===== config.mk =====
export PLATFORM = sky130hd
export DESIGN_NAME = power_monitor_peak_average_core
export DESIGN_NICKNAME = d
export VERILOG_FILES = /design/src/rtl/pmpa_pkg.sv /design/src/rtl/power_monitor_peak_average_core.sv /design/src/rtl/pmpa_div.sv /design/src/rtl/pmpa_ctrl.sv /design/src/rtl/pmpa_dp.sv
export SDC_FILE = /design/constraint.sdc
export NUM_CORES = 2
export LEC_CHECK = 0
export BUFFER_PORTS_ARGS = -buffer_cell sky130_fd_sc_hd__buf_2
export CORE_MARGIN = 1.5
export CORE_UTILIZATION = 44
export CTS_CLUSTER_DIAMETER = 60
export DETAILED_ROUTE_END_ITERATION = 7
export HOLD_SLACK_MARGIN = 0.08
export PLACE_DENSITY_LB_ADDON = 0.05
export SYNTH_ARGS = -nofsm -noshare
export SYNTH_HDL_FRONTEND = slang
export SYNTH_SLANG_ARGS = --single-unit

===== constraint.sdc =====
create_clock -name clk_i -period 5.95 [get_ports clk_i]
set_clock_uncertainty 0.1 [all_clocks]
set_input_delay 0.2975 -clock clk_i [delete_from_list [all_inputs] [get_ports clk_i]]
set_output_delay 0.2975 -clock clk_i [all_outputs]
set_load 0.05 [all_outputs]

===== src/rtl/pmpa_pkg.sv =====
// Shared constants, types and helper functions of the power monitor core.
package pmpa_pkg;

  localparam int WindowSlots = 32;
  localparam int SlotW = (WindowSlots > 1) ? $clog2(WindowSlots) : 1;
  localparam int CntW = $clog2(WindowSlots + 1);

  localparam int BusW = 16;
  localparam int ShuntW = 16;
  localparam int VoltW = 17;
  localparam int CurrW = 14;
  localparam int DecW = 4;
  localparam int WinW = 6;
  localparam int CfgIdxW = 1;
  localparam int CfgDataW = 6;

  localparam int VoltSumW = VoltW + SlotW;
  localparam int CurrSumW = CurrW + SlotW;
  localparam int DivW = VoltSumW;
  localparam int DivCntW = $clog2(DivW);

  localparam logic [DecW-1:0] DecReset = DecW'(4);
  localparam logic [WinW-1:0] WinReset = WinW'(25);

  typedef enum logic {
    OpSample = 1'b0,
    OpClear  = 1'b1
  } op_e;

  typedef enum logic [CfgIdxW-1:0] {
    CfgDecimation = 1'b0,
    CfgWindow     = 1'b1
  } cfg_reg_e;

  typedef enum logic [2:0] {
    StIdle,
    StEval,
    StSum,
    StDiv,
    StFinish
  } state_e;

  typedef struct packed {
    logic accept;
    logic sum_init;
    logic sum_run;
    logic div_start;
    logic avg_load;
    logic out_load;
  } cmd_t;

  typedef struct packed {
    logic run_avg;
    logic sum_done;
    logic div_done;
  } status_t;

  function automatic logic [CurrW-1:0] abs_curr(input logic [CurrW-1:0] v);
    abs_curr = v[CurrW-1] ? (~v + 1'b1) : v;
  endfunction

endpackage


===== src/rtl/power_monitor_peak_average_core.sv =====
// Top level of the power monitor core: live, peak and moving-average readings.
//
// A transaction on the input channel carries an operation, a raw bus reading and a
// signed raw shunt reading. A sample is scaled, folded into the peaks and, every
// decimation_count samples, stored in a ring of window_length history slots. A clear
// restarts the peaks from the live values and empties the ring. Every input
// transaction yields exactly one output transaction with the live, peak and average
// values after that item.
// The configuration channel is always ready. It is to be written only while the core is
// idle; the core itself does not enforce this. A clear, or a sample while the ring is
// empty, passes from acceptance through the evaluate and finish states to the output
// register. A sample with filled slots (a full ring holds 32) sums them with one history
// read per cycle, then runs the bit-serial dividers. One item is processed at a time.
// The output register holds a finished result while the receiver stalls; the next
// item is accepted meanwhile and waits before its own result is loaded.
// Reset clears the readings, the ring pointers and the decimation count, and restores
// the configuration defaults. History slots hold no value until written.
module power_monitor_peak_average_core (
  input  logic                                clk_i,
  input  logic                                rst_ni,
  input  logic                                cfg_valid_i,
  output logic                                cfg_ready_o,
  input  logic [pmpa_pkg::CfgIdxW-1:0]        cfg_index_i,
  input  logic [pmpa_pkg::CfgDataW-1:0]       cfg_data_i,
  input  logic                                in_valid_i,
  output logic                                in_ready_o,
  input  logic                                operation_i,
  input  logic [pmpa_pkg::BusW-1:0]           raw_bus_i,
  input  logic signed [pmpa_pkg::ShuntW-1:0]  raw_shunt_i,
  output logic                                out_valid_o,
  input  logic                                out_ready_i,
  output logic [pmpa_pkg::VoltW-1:0]          live_volt_mv_o,
  output logic signed [pmpa_pkg::CurrW-1:0]   live_curr_ua_o,
  output logic [pmpa_pkg::VoltW-1:0]          peak_volt_mv_o,
  output logic [pmpa_pkg::CurrW-1:0]          peak_curr_ua_o,
  output logic [pmpa_pkg::VoltW-1:0]          avg_volt_mv_o,
  output logic signed [pmpa_pkg::CurrW-1:0]   avg_curr_ua_o
);

  pmpa_pkg::cmd_t    cmd;
  pmpa_pkg::status_t status;

  assign cfg_ready_o = 1'b1;

  pmpa_ctrl u_ctrl (
    .clk_i       (clk_i),
    .rst_ni      (rst_ni),
    .in_valid_i  (in_valid_i),
    .out_ready_i (out_ready_i),
    .status_i    (status),
    .in_ready_o  (in_ready_o),
    .out_valid_o (out_valid_o),
    .cmd_o       (cmd)
  );

  pmpa_dp u_dp (
    .clk_i          (clk_i),
    .rst_ni         (rst_ni),
    .cmd_i          (cmd),
    .status_o       (status),
    .cfg_valid_i    (cfg_valid_i),
    .cfg_index_i    (cfg_index_i),
    .cfg_data_i     (cfg_data_i),
    .operation_i    (operation_i),
    .raw_bus_i      (raw_bus_i),
    .raw_shunt_i    (raw_shunt_i),
    .live_volt_mv_o (live_volt_mv_o),
    .live_curr_ua_o (live_curr_ua_o),
    .peak_volt_mv_o (peak_volt_mv_o),
    .peak_curr_ua_o (peak_curr_ua_o),
    .avg_volt_mv_o  (avg_volt_mv_o),
    .avg_curr_ua_o  (avg_curr_ua_o)
  );

  a_busy_after_accept: assert property (@(posedge clk_i) disable iff (!rst_ni)
    (in_valid_i && in_ready_o) |=> !in_ready_o)
    else $error("Input accepted again while an item was still in progress.");

  a_load_sets_valid: assert property (@(posedge clk_i) disable iff (!rst_ni)
    cmd.out_load |=> out_valid_o)
    else $error("Result loaded but output valid not raised.");

  a_div_needs_window: assert property (@(posedge clk_i) disable iff (!rst_ni)
    cmd.div_start |-> (status.run_avg && !in_ready_o))
    else $error("Division started without filled history slots.");

endmodule


===== src/rtl/pmpa_div.sv =====
// Restoring divider that produces one quotient bit per cycle.
module pmpa_div (
  input  logic                        clk_i,
  input  logic                        rst_ni,
  input  logic                        start_i,
  input  logic [pmpa_pkg::DivW-1:0]   dividend_i,
  input  logic [pmpa_pkg::CntW-1:0]   divisor_i,
  output logic [pmpa_pkg::DivW-1:0]   quotient_o,
  output logic                        done_o
);

  logic [pmpa_pkg::DivW-1:0]    quo_q, quo_d;
  logic [pmpa_pkg::CntW-1:0]    rem_q, rem_d;
  logic [pmpa_pkg::DivCntW-1:0] cnt_q, cnt_d;
  logic                         busy_q, busy_d;
  logic                         done_q, done_d;
  logic [pmpa_pkg::CntW:0]      shifted;
  logic [pmpa_pkg::CntW:0]      diff;
  logic                         ge;

  assign shifted = {rem_q, quo_q[pmpa_pkg::DivW-1]};
  assign ge = shifted >= {1'b0, divisor_i};
  assign diff = shifted - {1'b0, divisor_i};

  always_comb begin
    quo_d = quo_q;
    rem_d = rem_q;
    cnt_d = cnt_q;
    busy_d = busy_q;
    done_d = 1'b0;
    if (start_i) begin
      quo_d = dividend_i;
      rem_d = '0;
      cnt_d = '0;
      busy_d = 1'b1;
    end else if (busy_q) begin
      rem_d = ge ? diff[pmpa_pkg::CntW-1:0] : shifted[pmpa_pkg::CntW-1:0];
      quo_d = {quo_q[pmpa_pkg::DivW-2:0], ge};
      cnt_d = cnt_q + 1'b1;
      if (cnt_q == pmpa_pkg::DivCntW'(pmpa_pkg::DivW - 1)) begin
        busy_d = 1'b0;
        done_d = 1'b1;
      end
    end
  end

  always_ff @(posedge clk_i or negedge rst_ni) begin
    if (!rst_ni) begin
      cnt_q <= '0;
      busy_q <= 1'b0;
      done_q <= 1'b0;
    end else begin
      cnt_q <= cnt_d;
      busy_q <= busy_d;
      done_q <= done_d;
    end
  end

  always_ff @(posedge clk_i) begin
    quo_q <= quo_d;
    rem_q <= rem_d;
  end

  assign quotient_o = quo_q;
  assign done_o = done_q;

endmodule


===== src/rtl/pmpa_ctrl.sv =====
// Controller state machine that sequences sample update, summing, division and output.
module pmpa_ctrl (
  input  logic              clk_i,
  input  logic              rst_ni,
  input  logic              in_valid_i,
  input  logic              out_ready_i,
  input  pmpa_pkg::status_t status_i,
  output logic              in_ready_o,
  output logic              out_valid_o,
  output pmpa_pkg::cmd_t    cmd_o
);

  pmpa_pkg::state_e state_q, state_d;
  logic             out_valid_q, out_valid_d;
  logic             slot_free;

  assign slot_free = !out_valid_q || out_ready_i;

  always_comb begin
    state_d = state_q;
    case (state_q)
      pmpa_pkg::StIdle: begin
        if (in_valid_i) begin
          state_d = pmpa_pkg::StEval;
        end
      end
      pmpa_pkg::StEval: begin
        state_d = status_i.run_avg ? pmpa_pkg::StSum : pmpa_pkg::StFinish;
      end
      pmpa_pkg::StSum: begin
        if (status_i.sum_done) begin
          state_d = pmpa_pkg::StDiv;
        end
      end
      pmpa_pkg::StDiv: begin
        if (status_i.div_done) begin
          state_d = pmpa_pkg::StFinish;
        end
      end
      pmpa_pkg::StFinish: begin
        if (slot_free) begin
          state_d = pmpa_pkg::StIdle;
        end
      end
      default: begin
        state_d = pmpa_pkg::StIdle;
      end
    endcase
  end

  always_comb begin
    cmd_o = '0;
    in_ready_o = 1'b0;
    case (state_q)
      pmpa_pkg::StIdle: begin
        in_ready_o = 1'b1;
        cmd_o.accept = in_valid_i;
      end
      pmpa_pkg::StEval: begin
        cmd_o.sum_init = status_i.run_avg;
      end
      pmpa_pkg::StSum: begin
        cmd_o.sum_run = 1'b1;
        cmd_o.div_start = status_i.sum_done;
      end
      pmpa_pkg::StDiv: begin
        cmd_o.avg_load = status_i.div_done;
      end
      pmpa_pkg::StFinish: begin
        cmd_o.out_load = slot_free;
      end
      default: begin
        cmd_o = '0;
      end
    endcase
  end

  always_comb begin
    out_valid_d = out_valid_q;
    if (cmd_o.out_load) begin
      out_valid_d = 1'b1;
    end else if (out_ready_i) begin
      out_valid_d = 1'b0;
    end
  end

  always_ff @(posedge clk_i or negedge rst_ni) begin
    if (!rst_ni) begin
      state_q <= pmpa_pkg::StIdle;
      out_valid_q <= 1'b0;
    end else begin
      state_q <= state_d;
      out_valid_q <= out_valid_d;
    end
  end

  assign out_valid_o = out_valid_q;

endmodule


===== src/rtl/pmpa_dp.sv =====
// Datapath with scaling, peaks, history ring, summing and the two dividers.
module pmpa_dp (
  input  logic                             clk_i,
  input  logic                             rst_ni,
  input  pmpa_pkg::cmd_t                   cmd_i,
  output pmpa_pkg::status_t                status_o,
  input  logic                             cfg_valid_i,
  input  logic [pmpa_pkg::CfgIdxW-1:0]     cfg_index_i,
  input  logic [pmpa_pkg::CfgDataW-1:0]    cfg_data_i,
  input  logic                             operation_i,
  input  logic [pmpa_pkg::BusW-1:0]        raw_bus_i,
  input  logic signed [pmpa_pkg::ShuntW-1:0] raw_shunt_i,
  output logic [pmpa_pkg::VoltW-1:0]       live_volt_mv_o,
  output logic signed [pmpa_pkg::CurrW-1:0] live_curr_ua_o,
  output logic [pmpa_pkg::VoltW-1:0]       peak_volt_mv_o,
  output logic [pmpa_pkg::CurrW-1:0]       peak_curr_ua_o,
  output logic [pmpa_pkg::VoltW-1:0]       avg_volt_mv_o,
  output logic signed [pmpa_pkg::CurrW-1:0] avg_curr_ua_o
);

  localparam int VoltW = pmpa_pkg::VoltW;
  localparam int CurrW = pmpa_pkg::CurrW;
  localparam int CntW = pmpa_pkg::CntW;
  localparam int SlotW = pmpa_pkg::SlotW;
  localparam int VoltSumW = pmpa_pkg::VoltSumW;
  localparam int CurrSumW = pmpa_pkg::CurrSumW;
  localparam int DivW = pmpa_pkg::DivW;

  logic [pmpa_pkg::DecW-1:0] dec_q, dec_d;
  logic [pmpa_pkg::WinW-1:0] win_len_q, win_len_d;

  logic [VoltW-1:0] live_v_q, live_v_d, peak_v_q, peak_v_d, avg_v_q, avg_v_d;
  logic [CurrW-1:0] live_c_q, live_c_d, peak_c_q, peak_c_d, avg_c_q, avg_c_d;
  logic [SlotW-1:0] ws_q, ws_d;
  logic [CntW-1:0]  filled_q, filled_d;
  logic [pmpa_pkg::DecW-1:0] tick_q, tick_d;
  logic             op_q, op_d;
  logic [CntW-1:0]  k_q, k_d;
  logic             rdv_q, rdv_d;

  logic [VoltW-1:0] vmem [pmpa_pkg::WindowSlots];
  logic [CurrW-1:0] cmem [pmpa_pkg::WindowSlots];
  logic [VoltW-1:0] vrd_q;
  logic [CurrW-1:0] crd_q;
  logic [VoltSumW-1:0] acc_v_q;
  logic [CurrSumW-1:0] acc_c_q;

  logic [VoltW-1:0] out_lv_q, out_pv_q, out_av_q;
  logic [CurrW-1:0] out_lc_q, out_pc_q, out_ac_q;

  logic [CntW-1:0]     win;
  logic [VoltW+1:0]    volt_x5;
  logic [VoltW-1:0]    new_volt;
  logic [pmpa_pkg::ShuntW-1:0] shunt_adj;
  logic [CurrW-1:0]    new_curr;
  logic [CurrW-1:0]    new_abs;
  logic [pmpa_pkg::DecW-1:0] tick_inc;
  logic                store;
  logic [SlotW-1:0]    ws_base;
  logic [CntW-1:0]     ws_nxt;
  logic [CntW-1:0]     fill_inc;
  logic [CntW-1:0]     fill_sat;
  logic                mem_we;
  logic                rd_en;
  logic                curr_neg;
  logic [CurrSumW-1:0] curr_mag;
  logic [DivW-1:0]     quo_v, quo_c;
  logic                done_v, done_c;

  always_comb begin
    dec_d = dec_q;
    win_len_d = win_len_q;
    if (cfg_valid_i) begin
      case (cfg_index_i)
        pmpa_pkg::CfgDecimation: dec_d = cfg_data_i[pmpa_pkg::DecW-1:0];
        pmpa_pkg::CfgWindow:     win_len_d = cfg_data_i[pmpa_pkg::WinW-1:0];
        default: begin
          dec_d = dec_q;
        end
      endcase
    end
  end

  always_comb begin
    if (win_len_q == '0) begin
      win = CntW'(1);
    end else if (int'(win_len_q) > pmpa_pkg::WindowSlots) begin
      win = CntW'(pmpa_pkg::WindowSlots);
    end else begin
      win = CntW'(win_len_q);
    end
  end

  assign volt_x5 = {1'b0, raw_bus_i, 2'b00} + {3'b000, raw_bus_i};
  assign new_volt = volt_x5[VoltW+1:2];
  assign shunt_adj = raw_shunt_i +
                     {{(pmpa_pkg::ShuntW - 2){1'b0}}, {2{raw_shunt_i[pmpa_pkg::ShuntW-1]}}};
  assign new_curr = shunt_adj[pmpa_pkg::ShuntW-1:2];
  assign new_abs = pmpa_pkg::abs_curr(new_curr);

  assign tick_inc = tick_q + 1'b1;
  assign store = tick_inc >= dec_q;
  assign ws_base = (CntW'(ws_q) >= win) ? '0 : ws_q;
  assign ws_nxt = CntW'(ws_base) + 1'b1;
  assign fill_inc = (store && (filled_q < win)) ? filled_q + 1'b1 : filled_q;
  assign fill_sat = (fill_inc > win) ? win : fill_inc;

  assign mem_we = cmd_i.accept && (operation_i == pmpa_pkg::OpSample) && store;
  assign rd_en = cmd_i.sum_run && (k_q < filled_q);

  always_comb begin
    live_v_d = live_v_q;
    live_c_d = live_c_q;
    peak_v_d = peak_v_q;
    peak_c_d = peak_c_q;
    avg_v_d = avg_v_q;
    avg_c_d = avg_c_q;
    ws_d = ws_q;
    filled_d = filled_q;
    tick_d = tick_q;
    op_d = op_q;
    if (cmd_i.accept) begin
      op_d = operation_i;
      if (operation_i == pmpa_pkg::OpClear) begin
        peak_v_d = live_v_q;
        peak_c_d = pmpa_pkg::abs_curr(live_c_q);
        filled_d = '0;
        ws_d = '0;
      end else begin
        live_v_d = new_volt;
        live_c_d = new_curr;
        if (new_volt > peak_v_q) begin
          peak_v_d = new_volt;
        end
        if (new_abs > peak_c_q) begin
          peak_c_d = new_abs;
        end
        tick_d = store ? '0 : tick_inc;
        if (store) begin
          ws_d = (ws_nxt >= win) ? '0 : ws_nxt[SlotW-1:0];
        end
        filled_d = fill_sat;
        if (fill_sat == '0) begin
          avg_v_d = new_volt;
          avg_c_d = new_curr;
        end
      end
    end
    if (cmd_i.avg_load) begin
      avg_v_d = quo_v[VoltW-1:0];
      avg_c_d = curr_neg ? (~quo_c[CurrW-1:0] + 1'b1) : quo_c[CurrW-1:0];
    end
  end

  always_comb begin
    k_d = k_q;
    rdv_d = 1'b0;
    if (cmd_i.sum_init) begin
      k_d = '0;
    end else if (rd_en) begin
      k_d = k_q + 1'b1;
      rdv_d = 1'b1;
    end
  end

  always_ff @(posedge clk_i or negedge rst_ni) begin
    if (!rst_ni) begin
      dec_q <= pmpa_pkg::DecReset;
      win_len_q <= pmpa_pkg::WinReset;
      live_v_q <= '0;
      live_c_q <= '0;
      peak_v_q <= '0;
      peak_c_q <= '0;
      avg_v_q <= '0;
      avg_c_q <= '0;
      ws_q <= '0;
      filled_q <= '0;
      tick_q <= '0;
      op_q <= 1'b0;
      k_q <= '0;
      rdv_q <= 1'b0;
    end else begin
      dec_q <= dec_d;
      win_len_q <= win_len_d;
      live_v_q <= live_v_d;
      live_c_q <= live_c_d;
      peak_v_q <= peak_v_d;
      peak_c_q <= peak_c_d;
      avg_v_q <= avg_v_d;
      avg_c_q <= avg_c_d;
      ws_q <= ws_d;
      filled_q <= filled_d;
      tick_q <= tick_d;
      op_q <= op_d;
      k_q <= k_d;
      rdv_q <= rdv_d;
    end
  end

  always_ff @(posedge clk_i) begin
    if (mem_we) begin
      vmem[ws_base] <= new_volt;
      cmem[ws_base] <= new_curr;
    end
    if (rd_en) begin
      vrd_q <= vmem[k_q[SlotW-1:0]];
      crd_q <= cmem[k_q[SlotW-1:0]];
    end
  end

  always_ff @(posedge clk_i) begin
    if (cmd_i.sum_init) begin
      acc_v_q <= '0;
      acc_c_q <= '0;
    end else if (rdv_q) begin
      acc_v_q <= acc_v_q + {{(VoltSumW - VoltW){1'b0}}, vrd_q};
      acc_c_q <= acc_c_q + {{(CurrSumW - CurrW){crd_q[CurrW-1]}}, crd_q};
    end
  end

  assign curr_neg = acc_c_q[CurrSumW-1];
  assign curr_mag = curr_neg ? (~acc_c_q + 1'b1) : acc_c_q;

  pmpa_div u_div_volt (
    .clk_i      (clk_i),
    .rst_ni     (rst_ni),
    .start_i    (cmd_i.div_start),
    .dividend_i (acc_v_q),
    .divisor_i  (filled_q),
    .quotient_o (quo_v),
    .done_o     (done_v)
  );

  pmpa_div u_div_curr (
    .clk_i      (clk_i),
    .rst_ni     (rst_ni),
    .start_i    (cmd_i.div_start),
    .dividend_i ({{(DivW - CurrSumW){1'b0}}, curr_mag}),
    .divisor_i  (filled_q),
    .quotient_o (quo_c),
    .done_o     (done_c)
  );

  always_ff @(posedge clk_i) begin
    if (cmd_i.out_load) begin
      out_lv_q <= live_v_q;
      out_lc_q <= live_c_q;
      out_pv_q <= peak_v_q;
      out_pc_q <= peak_c_q;
      out_av_q <= avg_v_q;
      out_ac_q <= avg_c_q;
    end
  end

  assign status_o.run_avg = (op_q == pmpa_pkg::OpSample) && (filled_q != '0);
  assign status_o.sum_done = (k_q == filled_q) && !rdv_q;
  assign status_o.div_done = done_v && done_c;

  assign live_volt_mv_o = out_lv_q;
  assign live_curr_ua_o = out_lc_q;
  assign peak_volt_mv_o = out_pv_q;
  assign peak_curr_ua_o = out_pc_q;
  assign avg_volt_mv_o = out_av_q;
  assign avg_curr_ua_o = out_ac_q;

endmodule

==> results.json <==
{
  "worstPathRequired_ps": 6510,
  "gp_congestion": 0.840,
  "worst_ir_drop_vdd_uv": 301,
  "cp_max_fo": 30,
  "cp-end-kind": "flip-flop",
  "avgRoutedWirePerCell_um": 27.0,
  "grt_pass1_vias": 33700,
  "worstReg2RegStart": "u_dp.win_len_q[5]",
  "cts_buffer_depth": 3,
  "grt-ovfl-total": 0,
  "relSlewSlack_pct": 11.0,
  "rows": 133,
  "outcome": "finished, final reports clean",
  "synth_area_sq_mm": 0.0581,
  "fin_crit_sh_pct": 91.3,
  "path_class": "reg -> reg",
  "initial_core_util_pct": 44.3,
  "fin_nets": 3976,
  "setup_violations": 0,
  "yosysWarnings": 0,
  "drt_wl_total_um": 153000,
  "slew_violations": 0,
  "cts_tree": "done",
  "pin_count": 141,
  "synthToLayoutAreaGrowth_pct": 15.3,
  "grt_max_degree": 128,
  "die_h_um": 367,
  "synthTopCellsByCount": "1157 x edfxtp_1, 310 x mux4_2, 291 x nand2_1",
  "hold_path_class": "in -> reg",
  "dp_hpwl_um": 97900,
  "clkLatencyLatePin_ps": 770,
  "cts_resized": 0,
  "layout-drive-gt1-share_pct": 23.8,
  "num_vias": 32500,
  "cap_viol_max_count": 0,
  "synth_seq_cells": 1357,
  "synthFlopType": "edfxtp_1",
  "core-area_sq_mm": 0.131,
  "finalHoldViolCount": 0,
  "ys_seq_area_share_pct": 67.9,
  "die_x_um": 367,
  "route.detailed.drc": 0,
  "synthArstFlopShare_pct": 10.6,
  "yosys.area.top_type": "edfxtp_1",
  "synth_edf_count": 1157,
  "cts_sinks": 1357,
  "synth.avg_cell_area_sq_um": 16.5,
  "drtIter0Drc": 2617,
  "powerDensity_mw_per_mm2": 463,
  "antenna_found_initial": 7,
  "ys_top_cells_by_area": "edfxtp_1 60%, mux4_2 12%, dfrtp_1 6.0%, ha_1 3.0%, dfxtp_1 1.9%",
  "htreeDepth": 4,
  "rsz0062_at_grt": "no",
  "clockRootBuffer": "clkbuf_16",
  "yosys.cell_count.top_type": "edfxtp_1",
  "leakage_nw": 22.9,
  "fin_util_pct": 51.1,
  "cts_buffers": 152,
  "tns_ps": 0,
  "ant_nets": 0,
  "tightest_slew_ps": 1330,
  "synth.top_cell.area_share_pct": 59.8,
  "worstSetupStartpoint": "u_dp.win_len_q[5]",
  "finalCriticalPeriod_ps": 5430,
  "min_from": "raw_bus_i[8]",
  "port_buffers": 139,
  "cts_setup_buffers": 0,
  "drt-pass1-iter-count": 5,
  "routed_via_density": 5.74,
  "synthCells": 3521,
  "start_kind": "flip-flop",
  "clkTransAtPathRegs_ps": 60,
  "max_freq_ghz": 0.184,
  "grt_pass1_wl_um": 227000,
  "grt_usage_pct": 22.9,
  "floorplan.die_area_sq_mm": 0.134,
  "arrival_ps": 5990,
  "synth_cell_types": 91,
  "syn_nets": 3712
}
==> sequential cells by signal, summed over array words and instances, names as in the netlist, 19 cells and up <==
| signal | flops |
|---|---|
| u_dp.acc_c_q | 19 |
| u_dp.acc_v_q | 22 |
| u_dp.cmem | 448 |
| u_dp.u_div_curr.quotient_o | 22 |
| u_dp.u_div_volt.quotient_o | 22 |
| u_dp.vmem | 544 |
==> cells in the final DEF, fill, tap and decap left out, types with 47 or more instances in the layout <==
cell,instances
a21oi_1,83
buf_2,138
buf_4,81
clkbuf_16,156
dfrtp_1,134
dfxtp_1,56
edfxtp_1,1157
ha_1,140
inv_1,95
mux2_2,54
mux2i_1,47
mux4_2,310
nand2_1,291
nor2_1,154
o21ai_0,136
xnor2_1,55
xor2_1,47
==> cell families after synthesis <==
group | count (synthesis) | synth area share, %
compound gates | 461 | 5.22
xor+xnor | 114 | 1.73
fa+ha+maj | 146 | 3.21
buf+inv | 271 | 1.89
flops | 1357 | 67.9
mux | 411 | 13.9
other cells | 1 | 0.00645
simple gates | 760 | 6.19
==> worst max-delay path, cell delays in order (launching register included) <==
cell	delay [ps]
dfrtp_1	450
inv_2	140
nand2_1	220
ha_1	380
a211oi_1	230
nor2_1	130
nor2_1	310
nand4_1	200
xnor2_2	200
inv_2	460
ha_1	360
and3_1	190
o21a_1	110
a2111oi_0	620
o21a_1	270
o2111a_1	180
buf_4	310
a31oi_1	150
o31ai_1	300
==> metrics by stage <==
step,cells,hold slack [ps],area (sq um),worst slack [ps],total power [mW]
5_1_grt,5657,122,67000,99.6,32.7
3_3_place_gp,5350,180,61800,784,22.0
3_5_place_dp,5350,184,61800,618,22.2
4_1_cts,5657,81.2,67000,621,31.4
2_1_floorplan,3521,-98.1,58100,753,19.2
6_report,5660,106,67000,516,31.1
==> what timing repair did <==
action / in CTS / in global routing
setup endpoints to repair: 0 / 0
hold buffers: 36 / 0
hold endpoints to repair: 109 / 0
==> final cells by class <==
| class | instances | area (sq um) |
|---|---|---|
| Fill cell | 10800 | 64300 |
| Sequential cell | 1357 | 39500 |
| Tap cell | 1755 | 2200 |
| Inverter | 104 | 393 |
| Timing Repair Buffer | 277 | 2110 |
| Antenna cell | 3 | 7.51 |
| Clock inverter | 79 | 758 |
| Multi-Input combinational cell | 1893 | 18000 |
| Clock buffer | 192 | 4120 |
==> routing by layer <==
metal / track usage [%] / wire (um) / vias to the layer above
met3: 3.48 / 7470 / 225
met5: 0 / 0 / -
met4: 7.21 / 4480 / 0
li1: - / - / 14400
met1: 32.4 / 68400 / 17000
met2: 36.5 / 72300 / 883
==> power breakdown <==
part	leakage (nW)	switching [mW]	total (mW)	internal [mW]
combinational	7.86	5.42	9.24	3.82
sequential	12.7	0.980	12.7	11.7
clock	2.38	3.81	9.12	5.31
==> worst paths after layout <==
path                            slack (ps)  depth (start not counted)                        to
worst max-delay path                   520                         18          u_dp.avg_c_q[11]
worst min-delay path                   110                          4          u_dp.live_v_q[6]
worst max register to register         520                         18          u_dp.avg_c_q[11]
worst min register to register         350                          0   u_dp.peak_curr_ua_o[12]
max in group asynchronous             4290                          4  u_dp.u_div_curr.cnt_q[4]
min in group asynchronous              550                          3         u_dp.win_len_q[3]
Note: power is estimated with default switching activity, not from simulation.
